<file path="src/rtl/rpc_pkg.sv">
// Shared types and codes for the region profiler collator.
`timescale 1ns / 1ps
package rpc_pkg;
    localparam logic [1:0] KIND_FRAME = 2'd0;
    localparam logic [1:0] KIND_BEGIN = 2'd1;
    localparam logic [1:0] KIND_END   = 2'd2;
    localparam logic [1:0] REC_SUMMARY = 2'd0;
    localparam logic [1:0] REC_REGION  = 2'd1;
    localparam logic [1:0] REC_ERROR   = 2'd2;
    localparam logic [1:0] ERR_UNDERFLOW = 2'd0;
    localparam logic [1:0] ERR_TABLE_FULL = 2'd1;
    localparam logic [1:0] ERR_OVERFLOW  = 2'd2;

    typedef struct packed {
        logic [1:0]  kind;
        logic [31:0] region_key;
        logic [63:0] timestamp;
    } in_word_t;

    typedef struct packed {
        logic [1:0]  record_kind;
        logic [63:0] frame_number;
        logic [31:0] region_key_out;
        logic [31:0] call_count;
        logic [63:0] total_cycles;
        logic [1:0]  error_code;
        logic        last;
    } out_word_t;

    // Classified command handed from front to back.
    typedef enum logic [1:0] {
        CMD_FRAME = 2'd0,
        CMD_CLOSE = 2'd1,
        CMD_ERROR = 2'd2
    } cmd_op_t;

    typedef struct packed {
        cmd_op_t     op;
        logic [1:0]  err;
        logic [31:0] key;
        logic [63:0] start;
        logic [63:0] stamp;
    } cmd_t;

    typedef enum logic [2:0] {
        BK_IDLE  = 3'd0,
        BK_PROBE = 3'd1,
        BK_READ  = 3'd2,
        BK_WRITE = 3'd3,
        BK_EMIT  = 3'd4,
        BK_DUMP  = 3'd5,
        BK_DUMPW = 3'd6,
        BK_CLEAR = 3'd7
    } bk_state_t;
endpackage

</file>
<file path="src/rtl/rpc_front.sv">
// Front end: open-region stack, classifies events into back-end commands.
`timescale 1ns / 1ps
module rpc_front #(
    parameter int OPEN_DEPTH = 16
) (
    input  logic             clk,
    input  logic             rst_n,
    input  logic             in_valid,
    output logic             in_stall,
    input  rpc_pkg::in_word_t in_word,
    output logic             cmd_valid,
    input  logic             cmd_stall,
    output rpc_pkg::cmd_t    cmd
);
    import rpc_pkg::*;
    localparam int AW = (OPEN_DEPTH > 1) ? $clog2(OPEN_DEPTH) : 1;
    localparam int DW = $clog2(OPEN_DEPTH + 1);

    logic [31:0] keys_mem [OPEN_DEPTH];
    logic [63:0] starts_mem [OPEN_DEPTH];
    logic [DW-1:0] depth_reg, depth_next;
    // Pop needs a registered read: pop_reg stalls the input while the popped entry is read.
    logic pop_reg, pop_next;
    in_word_t hold_reg;
    logic [31:0] rd_key_reg;
    logic [63:0] rd_start_reg;
    logic cvalid_reg, cvalid_next;
    cmd_t cmd_reg, cmd_next;
    logic [AW-1:0] top_idx;
    logic take;

    assign top_idx = AW'(depth_reg - DW'(1));
    assign in_stall = pop_reg || (cvalid_reg && cmd_stall);
    assign take = in_valid && !in_stall;
    assign cmd_valid = cvalid_reg;
    assign cmd = cmd_reg;

    always_ff @(posedge clk)
    begin
        if (take && in_word.kind == KIND_BEGIN && depth_reg < DW'(OPEN_DEPTH))
        begin
            keys_mem[AW'(depth_reg)] <= in_word.region_key;
            starts_mem[AW'(depth_reg)] <= in_word.timestamp;
        end
        rd_key_reg <= keys_mem[top_idx];
        rd_start_reg <= starts_mem[top_idx];
        if (take)
            hold_reg <= in_word;
    end

    always_comb
    begin
        depth_next = depth_reg;
        pop_next = 1'b0;
        cvalid_next = cvalid_reg && cmd_stall;
        cmd_next = cmd_reg;
        if (pop_reg)
        begin
            cvalid_next = 1'b1;
            cmd_next.op = CMD_CLOSE;
            cmd_next.err = ERR_UNDERFLOW;
            cmd_next.key = rd_key_reg;
            cmd_next.start = rd_start_reg;
            cmd_next.stamp = hold_reg.timestamp;
        end
        else if (take)
        begin
            cmd_next.key = '0;
            cmd_next.start = '0;
            cmd_next.stamp = in_word.timestamp;
            cmd_next.err = ERR_UNDERFLOW;
            case (in_word.kind)
                KIND_BEGIN:
                begin
                    if (depth_reg < DW'(OPEN_DEPTH))
                        depth_next = depth_reg + DW'(1);
                    else
                    begin
                        cvalid_next = 1'b1;
                        cmd_next.op = CMD_ERROR;
                        cmd_next.err = ERR_OVERFLOW;
                    end
                end
                KIND_END:
                begin
                    if (depth_reg != '0)
                    begin
                        depth_next = depth_reg - DW'(1);
                        pop_next = 1'b1;
                    end
                    else
                    begin
                        cvalid_next = 1'b1;
                        cmd_next.op = CMD_ERROR;
                        cmd_next.err = ERR_UNDERFLOW;
                    end
                end
                KIND_FRAME:
                begin
                    cvalid_next = 1'b1;
                    cmd_next.op = CMD_FRAME;
                end
                default: ;
            endcase
        end
    end

    always_ff @(posedge clk or negedge rst_n)
    begin
        if (!rst_n)
        begin
            depth_reg <= '0;
            pop_reg <= 1'b0;
            cvalid_reg <= 1'b0;
        end
        else
        begin
            depth_reg <= depth_next;
            pop_reg <= pop_next;
            cvalid_reg <= cvalid_next;
        end
    end

    always_ff @(posedge clk)
        cmd_reg <= cmd_next;
endmodule

</file>
<file path="config.mk">
export PLATFORM = sky130hd
export DESIGN_NAME = rpc_front
export DESIGN_NICKNAME = d
export VERILOG_FILES = /design/src/rtl/rpc_pkg.sv /design/src/rtl/rpc_front.sv
export SDC_FILE = /design/constraint.sdc
export NUM_CORES = 2
export LEC_CHECK = 0
export BUFFER_PORTS_ARGS = -buffer_cell sky130_fd_sc_hd__buf_2
export CORE_ASPECT_RATIO = 0.5
export CORE_MARGIN = 2
export CORE_UTILIZATION = 55
export DETAILED_ROUTE_END_ITERATION = 16
export GPL_ROUTABILITY_DRIVEN = 0
export GPL_TIMING_DRIVEN = 0
export PLACE_DENSITY_LB_ADDON = 0.2
export SYNTH_ARGS = -nofsm -noshare
export SYNTH_HDL_FRONTEND = slang
export SYNTH_SLANG_ARGS = --single-unit
export TNS_END_PERCENT = 5
</file>
<file path="constraint.sdc">
create_clock -name clk -period 7.7 [get_ports clk]
set_input_delay 2.31 -clock clk [delete_from_list [all_inputs] [get_ports clk]]
set_output_delay 2.31 -clock clk [all_outputs]
set_load 0.05 [all_outputs]
</file>
=== After elaboration in Yosys (flattened, before gate mapping) ===
Memories as Yosys holds them, arrays and structs flattened. A register that Yosys moved wholly into a read port is not among the register bits.
Cells that the tools add are included.

* Flip-flop bits (word level): 235
* Memory bits (writable): 1536
* Memories kept: 2
* Logic and storage cells: 54
* Bits of input ports: 102

* Bitwise operators: 1
* Multiplexer cells: 20
* Add/sub/neg operators: 2
* Magnitude comparators: 1
* Reduce and logical (&&, ||, !) cells: 13
* Equality and inequality tests: 6

{| class="wikitable"
|+ Memories
! memory !! words !! bits a word !! read ports !! clocked after memory_dff !! wr ports !! RTL line !! source
|-
| starts_mem || 16 || 64 || 1 || 1 || 1 || rpc_front.sv:20 || <nowiki>logic [63:0] starts_mem [OPEN_DEPTH];</nowiki>
|-
| keys_mem || 16 || 32 || 1 || 1 || 1 || rpc_front.sv:19 || <nowiki>logic [31:0] keys_mem [OPEN_DEPTH];</nowiki>
|}

{| class="wikitable"
|+ Operators by type and width
! kind !! count
|-
| $mux 160 || 2
|-
| $mux 1 || 10
|-
| $mux 5 || 2
|-
| $pmux 5 s2 || 1
|-
| $mux 4 || 2
|-
| $ne 2x2->1 const B || 3
|-
| $pmux 2 s3 || 1
|-
| $add 5x1->5 const B || 1
|-
| $lt 5x5->1 const B || 1
|-
| $reduce_and 5->1 || 1
|-
| $reduce_bool 5->1 || 1
|-
| $sub 5x1->5 const B || 1
|-
| $logic_and 1x1->1 || 4
|-
| $pmux 2 s2 || 1
|-
| $reduce_and 4->1 || 1
|-
| $reduce_bool 2->1 || 2
|-
| $pmux 1 s3 || 1
|-
| $reduce_bool 3->1 || 1
|-
| $eq 2x1->1 const B || 1
|-
| $eq 2x2->1 const B || 1
|-
| $logic_not 2->1 || 1
|-
| $ne 2x1->1 const B || 1
|-
| $logic_not 1->1 || 1
|-
| $logic_or 1x1->1 || 1
|-
| $not 1->1 || 1
|}

=== Logic depth before layout (Yosys ltp) ===
* Word-level depth: 8
* Gate-level depth with buffers: 12
* Gate-level depth less buffers: 7

=== Worst setup path before layout ===
No wires, ideal clock.

* Path type: input port to flip-flop
* Start point: input cmd_stall
* End point: memory keys_mem[3][0], enable pin
* Stages: 5
* Slack: -2.471 ns
* Data arrival time: 9.502 ns
* Buffers on the path: 0
* Cell sequence: a21oi_1 nand2_1 nor2_1 nand2_1 nor3_1

* Word-level cells in the longest chain between the ends: 8

{| class="wikitable"
|+ RTL lines
! item !! RTL line !! source
|-
| from (decl) || rpc_front.sv:12 || <nowiki>input logic cmd_stall,</nowiki>
|-
| $logic_and 1x1->1 || rpc_front.sv:33 || <nowiki>assign in_stall = pop_reg || (cvalid_reg && cmd_stall);</nowiki>
|-
| $logic_or 1x1->1 || rpc_front.sv:33 ||
|-
| $logic_not 1->1 || rpc_front.sv:34 || <nowiki>assign take = in_valid && !in_stall;</nowiki>
|-
| $logic_and 1x1->1 || rpc_front.sv:34 ||
|-
| $logic_and 1x1->1 (2 in a row) || rpc_front.sv:40 || <nowiki>if (take && in_word.kind == KIND_BEGIN && depth_reg < DW'(OPEN_DEPTH))</nowiki>
|-
| $mux 1 || rpc_front.sv:40 ||
|-
| $mux 1 (implied by the code) || rpc_front.sv:42 || <nowiki>keys_mem[AW'(depth_reg)] <= in_word.region_key;</nowiki>
|-
| to (decl) || rpc_front.sv:19 ||
|}

Every way passes these cells.

=== Worst setup path in the final report ===
* Start point: input cmd_stall
* End point: output in_stall

* Word-level cells in the longest chain between the ends: 2

{| class="wikitable"
|+ RTL lines
! item !! RTL line !! source
|-
| $logic_and 1x1->1 || rpc_front.sv:33 ||
|-
| $logic_or 1x1->1 || rpc_front.sv:33 ||
|-
| to (decl) || rpc_front.sv:9 || <nowiki>output logic in_stall,</nowiki>
|}

Every way passes these cells.

==> impl_metrics.tcl <==
set metrics [dict create \
    status "finished clean" \
    clockBufferDepth 3 \
    crit_chain "buf_2 -> a21oi_1 -> inv_1 -> buf_2" \
    slew_headroom_pct 14.2 \
    synth-edff-count 1760 \
    dr_total_vias 32236 \
    syn_area_mm2 0.0680 \
    period_minus_slack_ns 5.25 \
    synthTopCellsByArea "edfxtp_1 78%, mux4_2 13%, dfxtp_1 2.9%, a22oi_1 2.1%, mux2_2 1.1%" \
    cts_tree "built" \
    placementRows 91 \
    nFillCells 8088 \
    grtUsageTotal_pct 24.9 \
    syn_inst 2937 \
    critical_path.startpoint_type "input port" \
    holdWs_ns 0.504 \
    rrSetupSlack_ns 3.34 \
    path_class "input port to output port" \
    drtIter0Drc 4264 \
    synth_top_family_by_area "multiplexers" \
    largest_register_ffs 1024 \
    finalHoldViolations 0 \
    power_frac_comb_pct 30.3 \
    p_seq_share_pct 41.6 \
    rr_worst_depth 11 \
    wl_per_cell_um 29.8 \
    wl_met3_mm 14.5 \
    async_flop_share_pct 0.375 \
    synth-simple-area-share_pct 1.82 \
    port_buffers 266 \
    power_leakage_nw 25.7 \
    crit_path_frequent_cell "buf_2" \
    synth_top_area_share_pct 77.7 \
    critical_path.max_stage_delay_ns 0.22 \
    sw_frac_of_total_pct 31.2 \
    post-cts-setup-buffers 0 \
    grt_antenna_before_repair 15 \
    maxCapViolations 0 \
    hp-class "register to register" \
    ctsRootBufferMaster "clkbuf_16" \
    synth_ff_type "edfxtp_1" \
    drc_errors 0 \
    grt_pass1_wl_mm 224 \
    syn_to_final_growth_pct 15.3 \
    vias_per_cell 6.17 \
    ys_warn_count 0 \
    cts_made_buffers 155 \
    drive_gt1_share_pct 32.0 \
    grt_pass1_vias 32912 \
    cp_slowest_cell "buf_2" \
    end_kind "output port" \
    die_area_mm2 0.127 \
    wl_mm 156 \
    power.internal_w 0.0197 \
    synth.mux.area_fraction_pct 13.8 \
    clk-insertion-delay-late_ns 0.79 \
    hold_buffers 0 \
    slew_viol_final 0 \
    cts_resized 0 \
    dr_wl_met2_mm 73.9 \
    worstPathRequired_ns 5.39 \
    finalClockSkew_ns 0.0228 \
    rsz0062_at_grt "no" \
    dp_hpwl_mm 97.2 \
    drt-met1-wl_mm 63.9 \
    worstMarginPinSlew_ns 1.29 \
    firstDrtPassIters 5 \
    ys_ff_latch 1866 \
    setup_viol 0 \
    arrival_ns 2.94 \
    ant_nets 0 \
    nets 3569 \
    top_layer "met5" \
    holdPathStages 1 \
    tns_ns 0 \
    powerDensity_mw_per_mm2 365 \
    synth_compound_area_share_pct 2.27 \
    cts_htree_levels 4 \
    grt.overflow.total 0 \
    core_area_mm2 0.123 \
    peakVddDrop_v 0.000204 \
    synthAdderAreaFrac_pct 0.0920 \
    synth.avg_cell_area_um2 23.2 \
    grt_max_degree 71 \
    cts_sinks 1866 \
    io_pins 268 \
    crit_path_max_fanout 3 \
    synth_xor_area_share_pct 0.0644 \
    fmax_mhz 190 \
    seq_area_frac_synth_pct 80.9 \
    synth_top_area_cell "edfxtp_1" \
    post-route-period-util_pct 68.2 \
    switching_power_w 0.00893 \
    fp.dieW_um 501 \
    dieHeight_um 253 \
    clkTransAtPathRegs_ns 0.07 \
    ys_types 43 \
    p_clk_share_pct 28.1 \
    synthesis.nets 3044 \
    initial_utilization_pct 55.3 \
]
worst max-delay path, delay by kind of cell:
kind	cells	cell delay (ns)
AOI/OAI and AO/OA	1	0.21
buffers and inverters	3	0.42
cell usage after synthesis (all sizes together) (5+ instances only):
cell	number
ha	5
and2	96
mux2	66
dfxtp	99
nand2	116
mux4	384
dfrtp	7
edfxtp	1760
buf	75
a22oi	190
a21oi	6
nor2	19
clkbuf	73
nor3	5
nand2b	5
power groups by stage:
stage               Clock [W]  Combinational (W)  Sequential (W)
detailed placement          0            0.00870          0.0121
global placement            0            0.00848          0.0122
CTS                   0.00815            0.00875          0.0119
finish                0.00803            0.00867          0.0119
floorplan                   0            0.00533          0.0125
global route          0.00854            0.00919          0.0120
routing by layer:
layer | up-vias | global-route usage [%]
met5 | - | 0
met4 | 4 | 6.55
met3 | 236 | 5.82
met2 | 1531 | 38.8
met1 | 17093 | 36.1
li1 | 13372 | -
layout by cell type (no fill, tap or decap), types with 2 or more instances in the layout:
master | synthesis | final
buf_2 | 59 | 325
clkbuf_8 | 0 | 28
o31ai_1 | 2 | 2
a22oi_1 | 190 | 190
buf_6 | 3 | 37
diode_2 | 0 | 3
buf_12 | 0 | 48
clkinv_1 | 0 | 13
buf_8 | 0 | 8
buf_4 | 9 | 12
nor3_2 | 0 | 3
clkbuf_1 | 73 | 111
bufinv_16 | 0 | 11
inv_1 | 4 | 3
mux4_2 | 384 | 384
xnor2_1 | 4 | 4
nand2_1 | 116 | 116
inv_6 | 0 | 4
edfxtp_1 | 1760 | 1760
clkinv_4 | 0 | 3
a21oi_1 | 4 | 4
buf_1 | 4 | 4
and2b_1 | 2 | 2
nor2b_1 | 2 | 2
and2_1 | 96 | 96
clkbuf_16 | 0 | 162
buf_16 | 0 | 9
nor2_1 | 18 | 6
clkinv_2 | 0 | 23
clkinvlp_4 | 0 | 2
nand2b_1 | 5 | 4
dfrtp_1 | 7 | 7
nor2_4 | 0 | 12
ha_1 | 5 | 5
dfxtp_1 | 99 | 99
mux2_2 | 66 | 66
logic make-up after synthesis:
family,after synthesis
flops,1866
mux,451
simple gates,251
compound gates,206
buf+inv,152
fa+ha+maj,5
xor+xnor,5
other cells,1
layout make-up:
cell class | instances | area (um2) | share of cell area, %
Inverter | 4 | 17.5 | 0.0223
Buffer | 148 | 687 | 0.876
Timing Repair Buffer | 368 | 3070 | 3.91
Multi-Input combinational cell | 919 | 12400 | 15.8
Clock buffer | 229 | 4590 | 5.85
Clock inverter | 58 | 607 | 0.774
Antenna cell | 3 | 7.51 | 0.00957
Sequential cell | 1866 | 55000 | 70.1
Tap cell | 1627 | 2040 | 2.60
final timing paths:
check,from,end
min reg2reg,rd_key_reg[3],cmd[131]
max reg2reg,depth_reg[0],rd_start_reg[37]
min,rd_key_reg[3],cmd[131]
min in group asynchronous,rst_n,depth_reg[2]
max,cmd_stall,in_stall
max in group asynchronous,rst_n,depth_reg[1]
metrics by stage:
step | setup slack [ns] | utilization (%) | std cells | power (W) | instance area [um2]
finish | 2.45 | 63.8 | 5222 | 0.0286 | 78400
floorplan | -2.47 | - | 2937 | 0.0179 | 68000
global placement | -11.03 | 58.0 | 4830 | 0.0207 | 71400
global route | 2.41 | 63.8 | 5221 | 0.0297 | 78400
detailed placement | 2.15 | 59.6 | 4932 | 0.0208 | 73200
CTS | 2.46 | 63.8 | 5219 | 0.0288 | 78400
(Power assumes the default switching activity.)
