--- config.mk ---
export PLATFORM = sky130hd
export DESIGN_NAME = rpc_queue
export DESIGN_NICKNAME = d
export VERILOG_FILES = /design/src/rtl/rpc_pkg.sv /design/src/rtl/rpc_queue.sv
export SDC_FILE = /design/constraint.sdc
export NUM_CORES = 1
export LEC_CHECK = 0
export ABC_AREA = 1
export ABC_CLOCK_PERIOD_IN_PS = 19250
export BUFFER_PORTS_ARGS = -buffer_cell sky130_fd_sc_hd__buf_2
export CORE_MARGIN = 4
export CORE_UTILIZATION = 56
export DETAILED_ROUTE_END_ITERATION = 10
export PLACE_DENSITY = 0.82
export SYNTH_ARGS = -nofsm -noshare
export SYNTH_HDL_FRONTEND = slang
export SYNTH_SLANG_ARGS = --single-unit
export TNS_END_PERCENT = 100
--- constraint.sdc ---
create_clock -name clk -period 19.25 [get_ports clk]
set_input_delay 1.925 -clock clk [delete_from_list [all_inputs] [get_ports clk]]
set_output_delay 1.925 -clock clk [all_outputs]
set_load 0.02 [all_outputs]
--- src/rtl/rpc_pkg.sv ---
// Shared types and codes for the region profiler collator.
`timescale 1ns / 1ps
package rpc_pkg;
    localparam logic [1:0] KIND_FRAME = 2'd0;
    localparam logic [1:0] KIND_BEGIN = 2'd1;
    localparam logic [1:0] KIND_END   = 2'd2;
    localparam logic [1:0] REC_SUMMARY = 2'd0;
    localparam logic [1:0] REC_REGION  = 2'd1;
    localparam logic [1:0] REC_ERROR   = 2'd2;
    localparam logic [1:0] ERR_UNDERFLOW = 2'd0;
    localparam logic [1:0] ERR_TABLE_FULL = 2'd1;
    localparam logic [1:0] ERR_OVERFLOW  = 2'd2;

    typedef struct packed {
        logic [1:0]  kind;
        logic [31:0] region_key;
        logic [63:0] timestamp;
    } in_word_t;

    typedef struct packed {
        logic [1:0]  record_kind;
        logic [63:0] frame_number;
        logic [31:0] region_key_out;
        logic [31:0] call_count;
        logic [63:0] total_cycles;
        logic [1:0]  error_code;
        logic        last;
    } out_word_t;

    // Classified command handed from front to back.
    typedef enum logic [1:0] {
        CMD_FRAME = 2'd0,
        CMD_CLOSE = 2'd1,
        CMD_ERROR = 2'd2
    } cmd_op_t;

    typedef struct packed {
        cmd_op_t     op;
        logic [1:0]  err;
        logic [31:0] key;
        logic [63:0] start;
        logic [63:0] stamp;
    } cmd_t;

    typedef enum logic [2:0] {
        BK_IDLE  = 3'd0,
        BK_PROBE = 3'd1,
        BK_READ  = 3'd2,
        BK_WRITE = 3'd3,
        BK_EMIT  = 3'd4,
        BK_DUMP  = 3'd5,
        BK_DUMPW = 3'd6,
        BK_CLEAR = 3'd7
    } bk_state_t;
endpackage

--- src/rtl/rpc_queue.sv ---
// Two-entry command queue between front and back.
`timescale 1ns / 1ps
module rpc_queue (
    input  logic          clk,
    input  logic          rst_n,
    input  logic          wr_valid,
    output logic          wr_stall,
    input  rpc_pkg::cmd_t wr_cmd,
    output logic          rd_valid,
    input  logic          rd_stall,
    output rpc_pkg::cmd_t rd_cmd
);
    import rpc_pkg::*;
    cmd_t buf_reg [2];
    logic wptr_reg, rptr_reg;
    logic [1:0] cnt_reg;
    logic push, pop;

    assign wr_stall = (cnt_reg == 2'd2);
    assign rd_valid = (cnt_reg != 2'd0);
    assign rd_cmd = buf_reg[rptr_reg];
    assign push = wr_valid && !wr_stall;
    assign pop = rd_valid && !rd_stall;

    always_ff @(posedge clk)
    begin
        if (push)
            buf_reg[wptr_reg] <= wr_cmd;
    end

    always_ff @(posedge clk or negedge rst_n)
    begin
        if (!rst_n)
        begin
            wptr_reg <= 1'b0;
            rptr_reg <= 1'b0;
            cnt_reg <= 2'd0;
        end
        else
        begin
            if (push)
                wptr_reg <= !wptr_reg;
            if (pop)
                rptr_reg <= !rptr_reg;
            cnt_reg <= cnt_reg + 2'(push) - 2'(pop);
        end
    end
endmodule

## Word-level counts from Yosys, hierarchy flattened

Memory sizes are Yosys's and may differ from the RTL's.
Cells that the tools add are included.

- Register bits: 4
- Bits in writable memories: 328
- Input port bits: 168
- Output and inout port bits: 166
- Word-level logic and storage cells: 16
- Memories kept: 1

Memory list:

| name | depth | width | rd ports | clocked after memory_dff | write ports | line | RTL |
|---|---|---|---|---|---|---|---|
| buf_reg | 2 | 164 | 1 | 0 | 1 | rpc_queue.sv:14 | `cmd_t buf_reg [2];` |

- $add $sub $neg: 2
- Equality and inequality tests: 1
- Mux-type cells: 2
- Reduce and logical (&&, ||, !) cells: 7

Operators with widths:

| kind | number |
|---|---|
| zero test 1 bit | 4 |
| adder 2 x 1 -> 2 bit | 1 |
| == test 2 bit, second input constant | 1 |
| logical AND 1 bit | 2 |
| 2-to-1 mux 1 bit | 2 |
| nonzero test 2 bit | 1 |
| subtractor 2 x 1 -> 2 bit | 1 |

## Depth between registers and ports, before layout

Gate-level depths: netlist of the first run.

- Depth after elaboration: 5
- Depth in mapped cells: 10
- Mapped depth without buffers: 10

## Worst setup path after synthesis of the first run

No wires, ideal clock.

- Path type: input to register
- From: in wr_valid
- To: mem buf_reg[1][0] in the netlist's numbering, enable pin
- Setup time: 690 ps
- Arrival: 8813 ps
- Data required time: 18560 ps
- Path slack: 9747 ps
- Cell stages on the path: 2
- Path buffers: 0
- Cell sequence: nand2_1 > nor2_1

- Cells in the longest elaborated chain, start to end: 3

Ends and longest elaborated chain:

| what | line | RTL |
|---|---|---|
| start, declared | rpc_queue.sv:6 | `input logic wr_valid,` |
| logical AND 1 bit | rpc_queue.sv:22 | `assign push = wr_valid && !wr_stall;` |
| 2-to-1 mux 1 bit | rpc_queue.sv:27 | `if (push)` |
| 2-to-1 mux 1 bit (not written as such) | rpc_queue.sv:28 | `buf_reg[wptr_reg] <= wr_cmd;` |
| end, declared | rpc_queue.sv:14 |  |

No other way between the ends.

==> reports/metrics.yaml, run 1 <==
synth_top_family_by_area: "simple AND/OR/NAND/NOR gates"
synth_common_cells: "505 x nand2_1, 328 x edfxtp_1, 35 x buf_2"
place_ws_ns: 14.15
timing.fmax_ghz: 0.185
drt-initial-drc-count: 569
critPathMaxFanout: 100
initial_core_util_pct: 57.2
critPathKind: "register to output port"
slew_headroom_pct: 28.3
cp-start-kind: "register"
powerDensity_mw_per_mm2: 167
ys_warn_count: 0
yosys.area_share.adder_pct: 0.207
critPathRequiredTime_ns: 17.32
grt_max_degree: 101
hp-class: "register to register"
rsz0062_at_grt: "no"
clock-root-buffer: "clkbuf_16"
cp-end-kind: "output port"
dieArea_mm2: 0.0240
antenna_found_initial: 5
synth-compound-area-share_pct: 0
cts_tree: "done"
antenna_left: 0
yosys-top-cells-area: "edfxtp_1 81%, nand2_1 16%, buf_2 1.4%, dfrtp_1 0.83%, inv_1 0.31%"
finalMaxSlewViolations: 0
timing.final.crit_share_pct: 28.0
finalWorstPathRequiredPeriod_ns: 5.39
grt_pass1_wl_um: 41600
place.gp.congestion: 0.772
synth_edf_count: 328
hpwl_um: 18000
largest_reg_flops: 328
die_w_um: 155
fin_setup_tns_ns: 0
finClkSkew_ns: 0.0157
wl_um: 27300
cts_max_level: 2
whs_path_depth: 2
clockBufferDepth: 3
io_pins: 334
hold_viol_final: 0
syn_area_per_cell_um2: 13.6
post-route-drc-count: 0
yosys.area.top_type_share_pct: 81.3
tightestPinTransition_ns: 1.08
synth_xor_area_share_pct: 0
synthMostInstantiatedCell: "nand2_1"
design.core.area_mm2: 0.0212
synth-simple-area-share_pct: 15.8
fin_ws_ns: 13.86
muxShareOfSynthArea_pct: 0
drtPass1Iterations: 4
p_leak_uw: 0.00654
die-height_um: 155
finalSetupViolCount: 0
synth_cell_types: 10
avgRoutedWirePerCell_um: 17.8
cts_buffers: 34
crit_arrival_ns: 3.47
ff2ff_path_depth: 6
synth_top_area_cell: "edfxtp_1"
grt_overflow: 0
cts-hold-fix-buffers: 0
dp.cells: 1467
synth_nets: 1060
whs_ns: 0.486
postCtsSetupRepairBufs: 0
insertion_delay_ns: 0.50
rows: 53
ys.flop_type: "edfxtp_1"
clkTransAtPathRegs_ns: 0.06
port_buffers: 333
status: "completed"
ys_seq_area_share_pct: 82.2
syn2layout_area_growth_pct: 24.5
syn_area_mm2: 0.0121
grt.total_usage_pct: 22.4
viasPerCell: 5.06
ir_worst_vdd_mv: 0.129
cts_resized: 0
async_flop_share_pct: 1.20
grt_pass1_vias: 7761
fin_nets: 1398
final_cell_count_no_fill: 1530
final_util_pct: 71.3
synthCells: 890
vias: 7746
numClockSinks: 332
drv_cap: 0
synth_seq_cells: 332
drive_above_1_share_pct: 30.8
routing by layer:
| metal | share of wire [%] | track usage (%) |
|---|---|---|
| met1 | 35 | 26.3 |
| met2 | 50 | 38.9 |
| met3 | 12 | 8.87 |
| met4 | 2.1 | 5.80 |
| met5 | 0.21 | 0 |
worst paths after layout:
check                      slack (ns)         endpoint       start
max reg2reg                     15.71  buf_reg[1][145]  cnt_reg[0]
max                             13.86      rd_cmd[147]    rptr_reg
max in group asynchronous       17.89         rptr_reg       rst_n
min reg2reg                      0.49         wptr_reg    wptr_reg
min                              0.49         wptr_reg    wptr_reg
min in group asynchronous        1.22         wptr_reg       rst_n
metrics by stage:
step	cell area [um2]	power [uW]
global placement	14000	1900
global route	15100	2660
finish	15100	2520
CTS	15100	2550
detailed placement	14000	1920
floorplan	12100	1630
critical path, stage by stage (launching register included):
cell     delay (ns)
dfrtp_4        0.77
inv_4          0.67
buf_4          0.88
nand2_1        0.15
nand2_1        0.12
buf_2          0.18
cells by family after synthesis:
logic type	count (synthesis)
flops	332
simple gates	509
buf+inv	47
fa+ha+maj	2
cell type report:
cell class                      count  area, um2
Antenna cell                        4       10.0
Sequential cell                   332       9950
Clock inverter                     12        108
Tap cell                          275        344
Multi-Input combinational cell    511       1950
Clock buffer                       47        963
Fill cell                        1397       6080
Timing Repair Buffer              338       1700
Inverter                           11       48.8
power breakdown:
part | internal (uW) | total (uW) | switching (uW)
registers | 988 | 1050 | 61.2
logic | 224 | 849 | 625
clock network | 376 | 626 | 250
placed cells by master (no fill, tap or decap):
master	n
clkinv_1	6
clkinv_2	2
nand3_1	3
inv_1	9
diode_2	4
clkbuf_16	37
nand2_1	505
inv_6	1
dfrtp_1	3
inv_4	1
nor2_4	1
clkbuf_1	10
edfxtp_1	328
buf_4	5
bufinv_16	2
dfrtp_4	1
buf_2	333
clkinvlp_4	2
ha_1	2
Power figures use the tool's default switching activity.
==> inputs of run 2 (changes only) <==
--- a/config.mk
+++ b/config.mk
@@ -5,13 +5,13 @@
 export SDC_FILE = /design/constraint.sdc
 export NUM_CORES = 1
 export LEC_CHECK = 0
-export ABC_AREA = 1
-export ABC_CLOCK_PERIOD_IN_PS = 19250
+export ABC_AREA = 0
+export ABC_CLOCK_PERIOD_IN_PS = 5000
 export BUFFER_PORTS_ARGS = -buffer_cell sky130_fd_sc_hd__buf_2
 export CORE_MARGIN = 4
-export CORE_UTILIZATION = 56
+export CORE_UTILIZATION = 52
 export DETAILED_ROUTE_END_ITERATION = 10
-export PLACE_DENSITY = 0.82
+export PLACE_DENSITY = 0.76
 export SYNTH_ARGS = -nofsm -noshare
 export SYNTH_HDL_FRONTEND = slang
 export SYNTH_SLANG_ARGS = --single-unit
==> constraint.sdc (replaced) <==
create_clock -name clk -period 5 [get_ports clk]
set_input_delay 0.5 -clock clk [delete_from_list [all_inputs] [get_ports clk]]
set_output_delay 0.5 -clock clk [all_outputs]
set_load 0.02 [all_outputs]
==> reports/metrics.yaml, run 2 <==
status: "completed"
drtPass1Iterations: 5
syn_area_per_cell_um2: 22.9
grt_pass1_vias: 6621
design.core.area_mm2: 0.0228
drv_cap: 0
finalSetupViolCount: 0
p_sw_share_pct: 31.1
cts-hold-fix-buffers: 1
drt-initial-drc-count: 326
cp-end-kind: "output port"
finalMaxSlewViolations: 0
rows: 55
grt_max_degree: 113
clkPwrFrac_pct: 27.3
timing.final.crit_share_pct: 63.8
die_w_um: 161
synth_cell_types: 15
ys_seq_area_share_pct: 82.3
layout_commonest_cell: "buf_2"
syn2layout_area_growth_pct: 26.0
synth_nets: 698
grt_overflow: 0
critPathMaxFanout: 112
drive_above_1_share_pct: 61.1
viasPerCell: 4.98
final_cell_count_no_fill: 1228
finalWorstPathRequiredPeriod_ns: 3.19
worst_path_largest_cell_delay_ns: 0.89
path_delay_family: "flip-flops"
place.gp.congestion: 0.765
async_flop_share_pct: 1.20
hold_viol_final: 0
grt.total_usage_pct: 18.0
post-route-drc-count: 0
synth_edf_count: 328
vias: 6118
mostFrequentLayoutCells: "333 x buf_2, 328 x edfxtp_1, 164 x mux2_2"
yosys.area.top_type_share_pct: 81.4
cts_resized: 0
finClkSkew_ns: 0.0106
clockBufferDepth: 3
powerDensity_mw_per_mm2: 628
clkTransAtPathRegs_ns: 0.06
avgRoutedWirePerCell_um: 19.2
synth_common_cells: "328 x edfxtp_1, 164 x mux2_2, 17 x buf_6"
tightestPinTransition_ns: 0.922
p_switching_uw: 2980
largest_reg_flops: 328
ys.flop_type: "edfxtp_1"
timing.fmax_ghz: 0.314
p_leak_uw: 0.00571
pwr-share-seq_pct: 42.0
io_pins: 334
grt_pass1_wl_um: 36100
port_buffers: 333
wl_um: 23600
syn_area_mm2: 0.0121
cts_max_level: 2
hpwl_um: 15600
ys_warn_count: 0
synth_top_area_cell: "edfxtp_1"
antenna_left: 0
fin_nets: 1055
postCtsSetupRepairBufs: 0
dieArea_mm2: 0.0258
rsz0062_at_grt: "no"
yosys-top-cells-area: "edfxtp_1 81%, mux2_2 15%, buf_6 1.6%, dfrtp_1 0.83%, xnor2_1 0.22%"
p_int_uw: 6600
die-height_um: 161
cts_buffers: 34
insertion_delay_ns: 0.49
cts_tree: "done"
initial_core_util_pct: 53.1
numClockSinks: 332
p_comb_share_pct: 30.8
path_buf_inv: 2
hp-class: "primary input to register"
cp_slowest_cell: "dfrtp_4"
fin_setup_tns_ns: 0
synthCells: 528
antenna_found_initial: 10
critPathRequiredTime_ns: 4.50
clock-root-buffer: "clkbuf_16"
synthMostInstantiatedCell: "edfxtp_1"
synth_seq_cells: 332
dp.cells: 1161
cp-start-kind: "register"
worstPathCellList: "buf_12 -> mux2_2 -> buf_2"
ir_worst_vdd_mv: 0.451
crit_arrival_ns: 2.69
critPathKind: "register to output port"
slew_headroom_pct: 38.5
run 2: changes by cell type in the layout (fill, tap and decap cells not counted), sizes merged, moves of 3 or more:
cell | before | now
bufinv | 2 | 5
clkbuf | 47 | 50
clkinv | 8 | 5
inv | 11 | 2
mux2 | 0 | 164
nand2 | 505 | 1
nand3 | 3 | 0
xnor2 | 0 | 3
run 2: final cells by class:
class                      instances  area, um2
fill                            1549       7530
antenna                            5       12.5
clock inverter                    11        180
tap                              313        392
timing repair buffer             339       1740
multi-input combinational        176       1950
sequential                       332       9950
clock buffer                      50       1000
inverter                           2       7.51
run 2: power by group through the flow:
stage          Sequential [uW]  Clock [uW]  Combinational (uW)
3_5_place_dp              4090           0                2980
5_1_grt                   4080        2800                3140
6_report                  4020        2610                2950
3_3_place_gp              4050           0                2970
4_1_cts                   4030        2670                3000
2_1_floorplan             4030           0                2210
run 2: metrics by stage:
step	cell area (um2)	setup WS, ns	util, %	power (uW)	hold slack [ns]
6_report	15200	1.81	66.9	9580	0.186
3_5_place_dp	14000	2.36	61.6	7060	0.311
3_3_place_gp	14000	2.36	61.6	7020	0.313
5_1_grt	15200	1.73	66.9	10000	0.163
4_1_cts	15200	1.83	66.9	9700	0.162
2_1_floorplan	12100	0.161	-	6240	0.204
run 2: metal layers:
metal | GRT usage (%) | vias to the layer above | share of wire [%]
met1 | 20.0 | 2967 | 36
met3 | 6.59 | 64 | 9.4
met2 | 31.3 | 240 | 52
met4 | 7.78 | 10 | 3.3
met5 | 0 | - | 0.18
li1 | - | 2837 | -
run 2: cell families after synthesis:
group         synth area share (%)
fa+ha+maj                    0.207
xor+xnor                     0.290
flops                         82.3
simple gates                 0.290
mux                           15.3
buf+inv                       1.69
run 2: worst paths after layout:
| path | end | depth (start not counted) | slack (ns) | startpoint |
|---|---|---|---|---|
| setup / recovery | rd_cmd[66] | 3 | 1.81 | rptr_reg |
| setup reg to reg | buf_reg[1][69] | 3 | 2.67 | cnt_reg[1] |
| max in group asynchronous | rptr_reg | 2 | 4.48 | rst_n |
| hold reg to reg | cnt_reg[0] | 1 | 0.52 | cnt_reg[0] |
| hold / removal | buf_reg[1][23] | 1 | 0.19 | wr_cmd[23] |
| min in group asynchronous | wptr_reg | 2 | 0.38 | rst_n |
run 2: worst reg2reg max path, stage by stage (launching register included):
cell	delay, ns
dfrtp_1	0.40
nand2b_1	0.13
and3_4	0.80
buf_12	0.47
==> inputs of run 3 (changes only) <==
--- a/config.mk
+++ b/config.mk
@@ -6,7 +6,7 @@
 export NUM_CORES = 1
 export LEC_CHECK = 0
 export ABC_AREA = 0
-export ABC_CLOCK_PERIOD_IN_PS = 5000
+export ABC_CLOCK_PERIOD_IN_PS = 3200
 export BUFFER_PORTS_ARGS = -buffer_cell sky130_fd_sc_hd__buf_2
 export CORE_MARGIN = 4
 export CORE_UTILIZATION = 52
==> constraint.sdc (replaced) <==
create_clock -name clk -period 3.2 [get_ports clk]
set_input_delay 0.32 -clock clk [delete_from_list [all_inputs] [get_ports clk]]
set_output_delay 0.32 -clock clk [all_outputs]
set_load 0.02 [all_outputs]
==> reports/metrics.yaml, run 3 (same netlist as run 2, synthesis figures left out) <==
wl_um: 25800
grt_pass1_vias: 7374
ir_worst_vdd_mv: 0.702
hold_viol_final: 0
finalSetupViolCount: 0
p_leak_uw: 0.00621
cts_max_level: 2
drive_above_1_share_pct: 53.1
use_met1_pct: 22.7
min_from: "wr_cmd[54]"
tightestPinTransition_ns: 0.562
rsz0062_at_grt: "no"
design.core.area_mm2: 0.0228
hp-class: "primary input to register"
place.gp.congestion: 0.740
finClkSkew_ns: 0.0171
crit_arrival_ns: 1.97
clockBufferDepth: 3
io_pins: 334
worstPathCellList: "buf_12 -> mux2_2 -> buf_2"
r2r_start: "cnt_reg[1]"
antenna_found_initial: 1
n_fill_cell: 1368
top_usage_layer: "met2"
cts_resized: 0
cp_slowest_cell: "dfrtp_4"
initial_core_util_pct: 53.1
timing.fmax_ghz: 0.436
slew_headroom_pct: 62.5
fin_setup_tns_ns: 0
grt.total_usage_pct: 19.6
status: "completed"
timing.final.crit_share_pct: 71.6
met2_usage_pct: 35.2
rows: 55
cp-start-kind: "register"
critPathRequiredTime_ns: 2.88
largest_reg_flops: 328
register_area_mm2: 0.00995
finalWorstPathRequiredPeriod_ns: 2.29
hpwl_um: 15200
clock-root-buffer: "clkbuf_16"
syn2layout_area_growth_pct: 35.9
viasPerCell: 4.98
multiInputGateArea_mm2: 0.00196
mostFrequentLayoutCells: "333 x buf_2, 328 x edfxtp_1, 164 x mux2_2"
numClockSinks: 332
layout_commonest_cell: "buf_2"
met3_usage_pct: 5.47
drtPass1Iterations: 4
drt-initial-drc-count: 468
port_buffers: 333
fin_ws_ns: 0.908
cts_tree: "done"
path_buf_inv: 2
post-route-drc-count: 0
drv_cap: 0
die-height_um: 161
dieArea_mm2: 0.0258
cp-end-kind: "output port"
path_delay_family: "buffers and inverters"
critPathKind: "register to output port"
grt_max_degree: 93
place_ws_ns: 1.45
fin_nets: 1183
insertion_delay_ns: 0.50
die_w_um: 161
powerDensity_mw_per_mm2: 904
vias: 6740
grt_overflow: 0
cts_buffers: 35
clkTransAtPathRegs_ns: 0.06
antenna_left: 0
power_uw: 14900
crit_start: "rptr_reg"
grt_pass1_wl_um: 39800
finalMaxSlewViolations: 0
critPathMaxFanout: 87
avgRoutedWirePerCell_um: 19.0
worst_path_largest_cell_delay_ns: 0.44
-- run 3: cell types whose count changed in the layout (fill, tap and decap cells not counted), moves of 2 or more --
cell	previous run	this run
diode_2	5	2
clkinv_1	2	9
buf_12	2	6
buf_4	3	0
clkbuf_8	3	1
dlygate4sd3_1	1	127
bufinv_16	5	1
-- run 3: layer usage --
layer  share of wire, %  wire length, um
met1                 37             9450
met2                 52            13500
met3                8.1             2080
met4                2.9              739
met5                  0                0
-- run 3: timing repair --
action	in CTS	in global routing
buffers inserted	0	0
hold buffers	122	5
hold endpoints to repair	241	9
-- run 3: final timing paths --
kind | endpoint | slack (ns) | cells past startpoint
setup / recovery | rd_cmd[50] | 0.91 | 3
hold / removal | buf_reg[0][54] | 0.03 | 1
setup reg to reg | cnt_reg[1] | 1.47 | 7
hold reg to reg | cnt_reg[0] | 0.54 | 1
max in group asynchronous | rptr_reg | 2.88 | 2
min in group asynchronous | wptr_reg | 0.18 | 2
-- run 3: stage by stage --
stage / std cells / area, um2 / hold WS (ns) / utilization, %
after floorplan: 528 / 12100 / 0.0244 / -
after global placement: 1162 / 14100 / 0.132 / 61.9
after detailed placement: 1162 / 14100 / 0.138 / 61.9
after CTS: 1347 / 16400 / 0.000133 / 71.9
after global routing: 1353 / 16400 / 0.00179 / 72.2
final: 1354 / 16400 / 0.0254 / 72.2
-- run 3: area by class of cell --
class	instances	area share, %
timing repair buffer	466	18.6
inverter	2	0.0457
multi-input combinational	176	11.9
clock inverter	14	0.533
antenna	2	0.0304
clock buffer	49	5.97
tap	313	2.38
sequential	332	60.5
-- run 3: report_power, final --
group / total [uW] / internal [uW] / switching [uW]
clock network: 3730 / 2220 / 1510
registers: 6160 / 5950 / 216
logic: 4980 / 1940 / 3040
-- run 3: worst register-to-register path: cells and delay by family (launching register included) --
family	cells	cell delay [ns]
and+or+nand+nor	2	0.48
adders and majority gates	2	0.45
buffers and inverters	1	0.04
DFF	1	0.40
xor gates and xnor gates	2	0.29
